<file path="src/rtl/core/array_deque_assert.svh">
// Assertion macros for the array deque RTL.
// Uses the enclosing module's clk and rst_n; no other dependencies.
`ifndef ARRAY_DEQUE_ASSERT_SVH
`define ARRAY_DEQUE_ASSERT_SVH

`ifndef SYNTHESIS
// Same-cycle implication, checked outside reset.
`define AD_ASSERT_NOW(lbl, ante, cons) \
  lbl: assert property (@(posedge clk) disable iff (!rst_n) (ante) |-> (cons)) \
    else $error("array_deque: same-cycle check failed");
// Next-cycle implication, checked outside reset.
`define AD_ASSERT_NEXT(lbl, ante, cons) \
  lbl: assert property (@(posedge clk) disable iff (!rst_n) (ante) |=> (cons)) \
    else $error("array_deque: next-cycle check failed");
`else
`define AD_ASSERT_NOW(lbl, ante, cons)
`define AD_ASSERT_NEXT(lbl, ante, cons)
`endif

`endif

</file>
<file path="src/rtl/core/ad_pkg.sv">
// Shared types and constants for the array deque.
// No dependencies.
`timescale 1ns / 1ps

package ad_pkg;

  localparam int DEPTH  = 8;
  localparam int WORD_W = 32;
  localparam int ADDR_W = (DEPTH > 1) ? $clog2(DEPTH) : 1;
  // One extra bit so an index can hold minus one.
  localparam int IDX_W  = ADDR_W + 1;

  localparam logic [IDX_W-1:0] LAST_IDX = IDX_W'(DEPTH - 1);
  localparam logic [IDX_W-1:0] NONE_IDX = '1;

  typedef enum logic [1:0] {
    ACT_PUSH_REAR  = 2'd0,
    ACT_PUSH_FRONT = 2'd1,
    ACT_POP_REAR   = 2'd2,
    ACT_POP_FRONT  = 2'd3
  } act_t;

  typedef enum logic [1:0] {
    ST_OK    = 2'd0,
    ST_FULL  = 2'd1,
    ST_EMPTY = 2'd2
  } status_t;

  typedef struct packed {
    act_t                     action;
    logic signed [WORD_W-1:0] push_value;
  } in_beat_t;

  typedef struct packed {
    logic signed [WORD_W-1:0] pop_value;
    status_t                  status;
    logic                     is_empty;
    logic                     is_full;
  } out_beat_t;

  typedef enum logic [1:0] {
    S_IDLE = 2'd0,
    S_EXEC = 2'd1,
    S_WB   = 2'd2
  } ctrl_state_t;

  // Controller to datapath.
  typedef struct packed {
    logic capture;      // latch the accepted input beat
    logic exec;         // perform the latched operation
    logic load_direct;  // load output from this cycle's push result
    logic load_pend;    // load output from the pending result
  } ad_cmd_t;

  // Datapath to controller.
  typedef struct packed {
    logic is_pop;
  } ad_stat_t;

endpackage

</file>
<file path="src/rtl/core/ad_ctrl.sv">
// Controller FSM for the array deque: sequences capture, execute, write-back.
// Depends on ad_pkg.
`timescale 1ns / 1ps

module ad_ctrl (
  input  logic             clk,
  input  logic             rst_n,
  input  logic             in_valid,
  output logic             in_ready,
  output logic             out_valid,
  input  logic             out_ready,
  input  ad_pkg::ad_stat_t stat,
  output ad_pkg::ad_cmd_t  cmd
);
  import ad_pkg::*;

  ctrl_state_t state_r, state_nxt;
  logic        out_valid_r, out_valid_nxt;
  logic        slot_free;

  assign slot_free = !out_valid_r || out_ready;

  always_ff @(posedge clk) begin
    if (!rst_n) begin
      state_r     <= S_IDLE;
      out_valid_r <= 1'b0;
    end else begin
      state_r     <= state_nxt;
      out_valid_r <= out_valid_nxt;
    end
  end

  always_comb begin
    state_nxt = state_r;
    cmd       = '0;
    in_ready  = 1'b0;
    case (state_r)
      S_IDLE: begin
        in_ready = 1'b1;
        if (in_valid) begin
          cmd.capture = 1'b1;
          state_nxt   = S_EXEC;
        end
      end
      S_EXEC: begin
        cmd.exec = 1'b1;
        if (!stat.is_pop && slot_free) begin
          cmd.load_direct = 1'b1;
          state_nxt       = S_IDLE;
        end else begin
          state_nxt = S_WB;
        end
      end
      S_WB: begin
        if (slot_free) begin
          cmd.load_pend = 1'b1;
          state_nxt     = S_IDLE;
        end
      end
      default: begin
        state_nxt = S_IDLE;
      end
    endcase

    if (cmd.load_direct || cmd.load_pend) begin
      out_valid_nxt = 1'b1;
    end else if (out_ready) begin
      out_valid_nxt = 1'b0;
    end else begin
      out_valid_nxt = out_valid_r;
    end
  end

  assign out_valid = out_valid_r;

endmodule

</file>
<file path="src/rtl/core/ad_dpath.sv">
// Datapath for the array deque: indices, storage array, result registers.
// Depends on ad_pkg.
`timescale 1ns / 1ps

module ad_dpath (
  input  logic              clk,
  input  logic              rst_n,
  input  ad_pkg::in_beat_t  in_data,
  input  ad_pkg::ad_cmd_t   cmd,
  output ad_pkg::ad_stat_t  stat,
  output ad_pkg::out_beat_t out_data
);
  import ad_pkg::*;

  logic [WORD_W-1:0] mem [DEPTH];

  in_beat_t          item_r;
  logic [IDX_W-1:0]  front_r, front_nxt;
  logic [IDX_W-1:0]  rear_r, rear_nxt;
  logic [WORD_W-1:0] rd_data_r;
  status_t           pend_status_r;
  logic              pend_empty_r;
  logic              pend_full_r;
  out_beat_t         out_data_r;

  status_t           status_c;
  logic              wr_en_c;
  logic [ADDR_W-1:0] wr_addr_c;
  logic [ADDR_W-1:0] rd_addr_c;
  logic              empty_c;
  logic              full_c;
  logic              is_pop;

  assign is_pop      = item_r.action inside {ACT_POP_REAR, ACT_POP_FRONT};
  assign stat.is_pop = is_pop;

  // Evaluate the latched operation against the current indices.
  always_comb begin
    status_c  = ST_OK;
    front_nxt = front_r;
    rear_nxt  = rear_r;
    wr_en_c   = 1'b0;
    wr_addr_c = rear_r[ADDR_W-1:0];
    rd_addr_c = rear_r[ADDR_W-1:0];
    case (item_r.action)
      ACT_PUSH_REAR: begin
        if (rear_r == LAST_IDX) begin
          status_c = ST_FULL;
        end else begin
          rear_nxt  = rear_r + IDX_W'(1);
          wr_en_c   = 1'b1;
          wr_addr_c = rear_nxt[ADDR_W-1:0];
        end
      end
      ACT_PUSH_FRONT: begin
        if (rear_r == LAST_IDX || front_r == NONE_IDX) begin
          status_c = ST_FULL;
        end else begin
          wr_en_c   = 1'b1;
          wr_addr_c = front_r[ADDR_W-1:0];
          front_nxt = front_r - IDX_W'(1);
        end
      end
      ACT_POP_REAR: begin
        if (front_r == rear_r) begin
          status_c = ST_EMPTY;
        end else begin
          rd_addr_c = rear_r[ADDR_W-1:0];
          rear_nxt  = rear_r - IDX_W'(1);
        end
      end
      ACT_POP_FRONT: begin
        if (front_r == rear_r) begin
          status_c = ST_EMPTY;
        end else begin
          front_nxt = front_r + IDX_W'(1);
          rd_addr_c = front_nxt[ADDR_W-1:0];
        end
      end
      default: begin
        status_c = ST_OK;
      end
    endcase
    empty_c = (front_nxt == rear_nxt);
    full_c  = (rear_nxt == LAST_IDX);
  end

  always_ff @(posedge clk) begin
    if (!rst_n) begin
      front_r <= NONE_IDX;
      rear_r  <= NONE_IDX;
    end else if (cmd.exec) begin
      front_r <= front_nxt;
      rear_r  <= rear_nxt;
    end
  end

  // Storage: one write port, one registered read port.
  always_ff @(posedge clk) begin
    if (cmd.exec && wr_en_c) begin
      mem[wr_addr_c] <= item_r.push_value;
    end
    if (cmd.exec) begin
      rd_data_r <= mem[rd_addr_c];
    end
  end

  always_ff @(posedge clk) begin
    if (cmd.capture) begin
      item_r <= in_data;
    end
    if (cmd.exec) begin
      pend_status_r <= status_c;
      pend_empty_r  <= empty_c;
      pend_full_r   <= full_c;
    end
    if (cmd.load_direct) begin
      out_data_r.pop_value <= '0;
      out_data_r.status    <= status_c;
      out_data_r.is_empty  <= empty_c;
      out_data_r.is_full   <= full_c;
    end else if (cmd.load_pend) begin
      if (pend_status_r == ST_EMPTY) begin
        out_data_r.pop_value <= '1;
      end else if (is_pop) begin
        out_data_r.pop_value <= rd_data_r;
      end else begin
        out_data_r.pop_value <= '0;
      end
      out_data_r.status   <= pend_status_r;
      out_data_r.is_empty <= pend_empty_r;
      out_data_r.is_full  <= pend_full_r;
    end
  end

  assign out_data = out_data_r;

endmodule

</file>
<file path="src/rtl/core/array_deque.sv">
// Top level of the array deque: controller plus datapath, with port checks.
// Depends on ad_pkg, ad_ctrl, ad_dpath and array_deque_assert.svh.
`timescale 1ns / 1ps

// Double-ended queue of DEPTH signed 32-bit words held in a linear array that
// never wraps. Each input beat carries one action (push rear, push front, pop
// rear, pop front) and yields exactly one output beat with the popped word,
// a status (ok, full, empty) and the empty/full flags after the step. A
// refused pop returns -1, every push returns 0. Front pushes need a free slot
// below the front index, so a queue filled only from the rear refuses them.
// A free output register is loaded with a push result from the execute state;
// a pop always passes the write-back state, which holds the registered read.
// The next input beat is accepted in the cycle after the result is loaded,
// so the block takes no new item before the last result is loaded. A held
// output beat stalls the write-back, and the input side with it: no new beat is
// accepted until the pending result is loaded. Storage is not cleared at reset,
// which is harmless since only written slots are ever returned by a pop.
module array_deque (
  input  logic              clk,
  input  logic              rst_n,
  input  logic              in_valid,
  output logic              in_ready,
  input  ad_pkg::in_beat_t  in_data,
  output logic              out_valid,
  input  logic              out_ready,
  output ad_pkg::out_beat_t out_data
);
  import ad_pkg::*;

`include "array_deque_assert.svh"

  ad_cmd_t  cmd;
  ad_stat_t stat;

  // Sequence each beat: capture, execute, then load the result (from execute or
  // write-back) when the output register is free.
  ad_ctrl u_ctrl (
    .clk       (clk),
    .rst_n     (rst_n),
    .in_valid  (in_valid),
    .in_ready  (in_ready),
    .out_valid (out_valid),
    .out_ready (out_ready),
    .stat      (stat),
    .cmd       (cmd)
  );

  // Hold the indices, the storage array and the result registers.
  ad_dpath u_dpath (
    .clk      (clk),
    .rst_n    (rst_n),
    .in_data  (in_data),
    .cmd      (cmd),
    .stat     (stat),
    .out_data (out_data)
  );

  // A captured beat is always executed in the following cycle.
  `AD_ASSERT_NEXT(a_capture_then_exec, cmd.capture, cmd.exec)
  // No new beat is accepted while an operation is executing.
  `AD_ASSERT_NOW(a_no_accept_in_exec, cmd.exec, !in_ready)
  // Never overwrite an output beat that is still held.
  `AD_ASSERT_NOW(a_no_overwrite, out_valid && !out_ready,
                 !(cmd.load_direct || cmd.load_pend))
  // Only one result source loads the output register at a time.
  `AD_ASSERT_NOW(a_one_load, cmd.load_direct, !cmd.load_pend)

endmodule
</file>
<file path="config.mk">
export PLATFORM = sky130hd
export DESIGN_NAME = array_deque
export DESIGN_NICKNAME = d
export VERILOG_FILES = /design/src/rtl/core/ad_pkg.sv /design/src/rtl/core/ad_ctrl.sv /design/src/rtl/core/ad_dpath.sv /design/src/rtl/core/array_deque.sv
export VERILOG_INCLUDE_DIRS = /design/src /design/src/rtl/core
export SDC_FILE = /design/constraint.sdc
export NUM_CORES = 1
export LEC_CHECK = 0
export BUFFER_PORTS_ARGS = -buffer_cell sky130_fd_sc_hd__buf_2
export CAP_MARGIN = 15
export CORE_MARGIN = 8
export CORE_UTILIZATION = 35
export DETAILED_ROUTE_END_ITERATION = 12
export PLACE_DENSITY = 0.61
export SYNTH_ARGS = -nofsm -noshare
export SYNTH_HDL_FRONTEND = slang
export SYNTH_SLANG_ARGS = --single-unit
export TNS_END_PERCENT = 20
</file>
<file path="constraint.sdc">
create_clock -name clk -period 4.2 [get_ports clk]
set_input_delay 0.63 -clock clk [delete_from_list [all_inputs] [get_ports clk]]
set_output_delay 0.63 -clock clk [all_outputs]
set_load 0.05 [all_outputs]
</file>
==> impl_metrics.json <==
{
  "run_status": "completed",
  "yosys-top-cells-area": "edfxtp_1, mux2i_1, dfxtp_1",
  "first_pass_iters": 5,
  "cts_tree": "done",
  "gr-usage-all-layers": 0.116,
  "ff2ff_path_depth": 9,
  "grt_pass1_wl_um": 45500,
  "numPortBuffers": 75,
  "yosys.area.top_type": "edfxtp_1",
  "synth_simple_gate_area_frac": 0.0401,
  "max-cap-violations": 0,
  "crit_type": "flip-flop to flip-flop",
  "final_nets": 1043,
  "clockRootBuffer": "clkbuf_16",
  "synthCells": 915,
  "die_x_um": 224,
  "grt_max_degree": 87,
  "synth_area_per_cell_sq_um": 16.5,
  "ctsResizeCount": 0,
  "maxSlewHeadroom": 0.259,
  "synth.cell_area_sq_um": 15100,
  "fin_tns_setup_ns": 0,
  "cp-start-kind": "flip-flop",
  "dp_hpwl_um": 17400,
  "start_util": 0.352,
  "crit_chain": "ha_1 -> and3b_1 -> a31oi_4 -> nor3b_2 -> a222oi_1 -> buf_4 -> nand2_1 -> nor2_4 -> buf_12",
  "cp_slowest_cell": "dfxtp_1",
  "fin_area_sq_um": 17300,
  "wirelength_um": 29700,
  "power_w": 0.00865,
  "synth_top_cell_area_share": 0.656,
  "seq_area_frac_synth": 0.713,
  "synthMuxAreaShare": 0.155,
  "num_io_pins": 76,
  "skew_ns": 0.0141,
  "postCtsSetupBuffers": 0,
  "arrival_ns": 3.58,
  "cp-end-kind": "flip-flop",
  "rows": 76,
  "p_per_area_nw_per_um2": 501,
  "synthToLayoutAreaGrowth_pct": 14.2,
  "dp_cells": 1545,
  "grt_pass1_vias": 7839,
  "fmax_mhz": 298,
  "synth-xor-area-share": 0.0124,
  "yosysWarningCount": 0,
  "design.core.area_sq_um": 42900,
  "postPlaceCellArea_sq_um": 16100,
  "synth_compound_area_frac": 0.0441,
  "finalSetupViolCount": 0,
  "cts_buffers": 39,
  "dieArea_sq_um": 50100,
  "r2r_setup_slack_ns": 0.85,
  "fin_cells": 1618,
  "synthArstFlopShare": 0,
  "fin_util": 0.402,
  "crit_fanout": 19,
  "syn_nets": 957,
  "period_needed_ns": 3.35,
  "cp.required_ns": 4.43,
  "critPathMaxStageDelay_ns": 0.70,
  "dr.first_iter.drc_count": 604,
  "irDropWorstVdd_mv": 0.231,
  "num_vias": 7662,
  "drive_gt1_frac": 0.208,
  "synth_fa_ha_area_frac": 0.00331,
  "final_hold_viol_count": 0,
  "post_drt_wl_per_cell_um": 18.4,
  "cts_max_level": 2,
  "cts_hold_buffers": 0,
  "whs_path_depth": 1,
  "dominantRegCellSynth": "edfxtp_1",
  "cts.clk_slew.worst_paths_ns": 0.06,
  "slew_viol_final": 0,
  "cts_buffer_depth": 3,
  "ant_nets": 0,
  "clk_latency_ns": 0.53,
  "vias_per_cell": 4.74,
  "leakage_nw": 6.10,
  "antenna_found_initial": 1,
  "synth_top_family_by_area": "multiplexers",
  "ys_types": 63,
  "worstMarginPinSlew_ns": 1.11,
  "min_period_over_period": 0.798,
  "die_h_um": 224,
  "place_congestion": 0.759,
  "ys_seq_elements": 373,
  "gr-total-overflow": 0,
  "synth_edf_count": 330,
  "drc": 0,
  "hp-class": "input pin to flip-flop",
  "rsz0062_at_grt": "no",
  "cts_sinks": 373
}
-- worst max-delay path, delay by kind of cell, from the launching register on --
| kind | cells | cell delay (ns) |
|---|---|---|
| flip-flops | 1 | 0.70 |
| adder cells (fa/ha/maj) | 1 | 0.33 |
| AND/OR/NAND/NOR | 4 | 1.09 |
| AO/OA/AOI/OAI | 2 | 0.46 |
| buffers and inverters | 2 | 0.45 |
-- where the power goes --
group | internal [W] | switching, W | leakage (nW)
sequential | 0.00422 | 0.000107 | 3.36
clock | 0.00180 | 0.00136 | 0.573
combinational | 0.000421 | 0.000741 | 2.17
total | 0.00644 | 0.00221 | 6.10
-- layer usage --
| metal | GRT usage | routed length, um |
|---|---|---|
| met5 | 0 | 0 |
| met3 | 0.0224 | 1450 |
| met4 | 0.0293 | 552 |
| met1 | 0.154 | 13500 |
| met2 | 0.194 | 14200 |
-- stage by stage --
stage / hold slack, ns / setup slack [ns]
floorplan: 0.493 / 0.0307
global placement: 0.504 / 0.877
global route: 0.250 / 0.622
finish: 0.275 / 0.849
CTS: 0.249 / 0.822
detailed placement: 0.511 / 0.826
-- cell type report --
| class | instances | area, sq um |
|---|---|---|
| Inverter | 8 | 30.0 |
| Tap cell | 585 | 732 |
| Clock inverter | 15 | 82.6 |
| Multi-Input combinational cell | 481 | 3950 |
| Antenna cell | 1 | 2.50 |
| Sequential cell | 373 | 10800 |
| Clock buffer | 57 | 1080 |
| Timing Repair Buffer | 98 | 611 |
| Fill cell | 3892 | 25600 |
-- logic make-up (layout without fill, tap and decap cells) --
kind of cell	count (synthesis)	count (layout)
xor+xnor	15	15
other cells	0	1
fa+ha+maj	4	4
buf+inv	61	178
flops	373	373
mux	229	229
simple gates	121	121
compound gates	112	112
-- final timing paths --
path                                   from                          endpoint
max          u_dpath.rear_r[0]$_SDFFE_PN1N_      u_dpath.mem[0][30]$_DFFE_PP_
min                             in_data[22]      u_dpath.item_r[22]$_DFFE_PP_
max reg2reg  u_dpath.rear_r[0]$_SDFFE_PN1N_      u_dpath.mem[0][30]$_DFFE_PP_
min reg2reg  u_dpath.rd_data_r[3]$_DFFE_PN_  u_dpath.out_data[7]$_SDFFE_PP0P_
-- state kept, by name (all words and copies together), names as in the netlist --
signal	count
u_dpath.mem	256
u_dpath.out_data	36
u_dpath.item_r	34
u_dpath.rd_data_r	32
u_dpath.front_r	4
u_dpath.rear_r	4
u_ctrl.state_r	2
u_dpath.pend_status_r	2
u_ctrl.out_valid	1
u_dpath.pend_empty_r	1
u_dpath.pend_full_r	1
-- cell usage in the layout (no fill, tap or decap), types with 2 or more instances in the layout --
cell type,instances
edfxtp_1,330
mux2i_1,195
buf_2,75
nand2_1,54
o21ai_0,43
dfxtp_1,43
clkbuf_16,40
a21oi_1,39
mux2_2,33
buf_4,18
clkbuf_1,15
nand2b_1,8
nor2_1,8
inv_1,7
nand3_1,7
nor2_4,7
clkinv_2,7
nor3_1,6
clkinv_1,6
nor2b_1,5
xnor2_2,5
xnor2_1,5
buf_12,5
a31oi_1,4
xor2_1,4
ha_1,4
o21ai_1,3
and3_1,3
o21ai_4,2
nand3b_1,2
a21o_1,2
and2_1,2
o41ai_2,2
o211ai_1,2
clkbuf_8,2
-- synth_stat cells, types with 3 or more instances --
cell	number
and2_1	3
nand2b_1	8
ha_1	4
a21oi_1	40
mux2_2	33
buf_6	17
buf_12	7
buf_2	7
o21ai_1	4
mux2i_1	195
clkbuf_1	18
nor2b_1	6
xor2_1	4
nand2_1	54
inv_1	7
edfxtp_1	330
a31oi_1	4
nor3_1	8
nand3_1	7
xnor2_2	5
and3_1	3
buf_4	4
o21ai_0	43
nor2_1	15
dfxtp_1	43
xnor2_1	5
No activity file was read; power rests on OpenSTA's default activity.
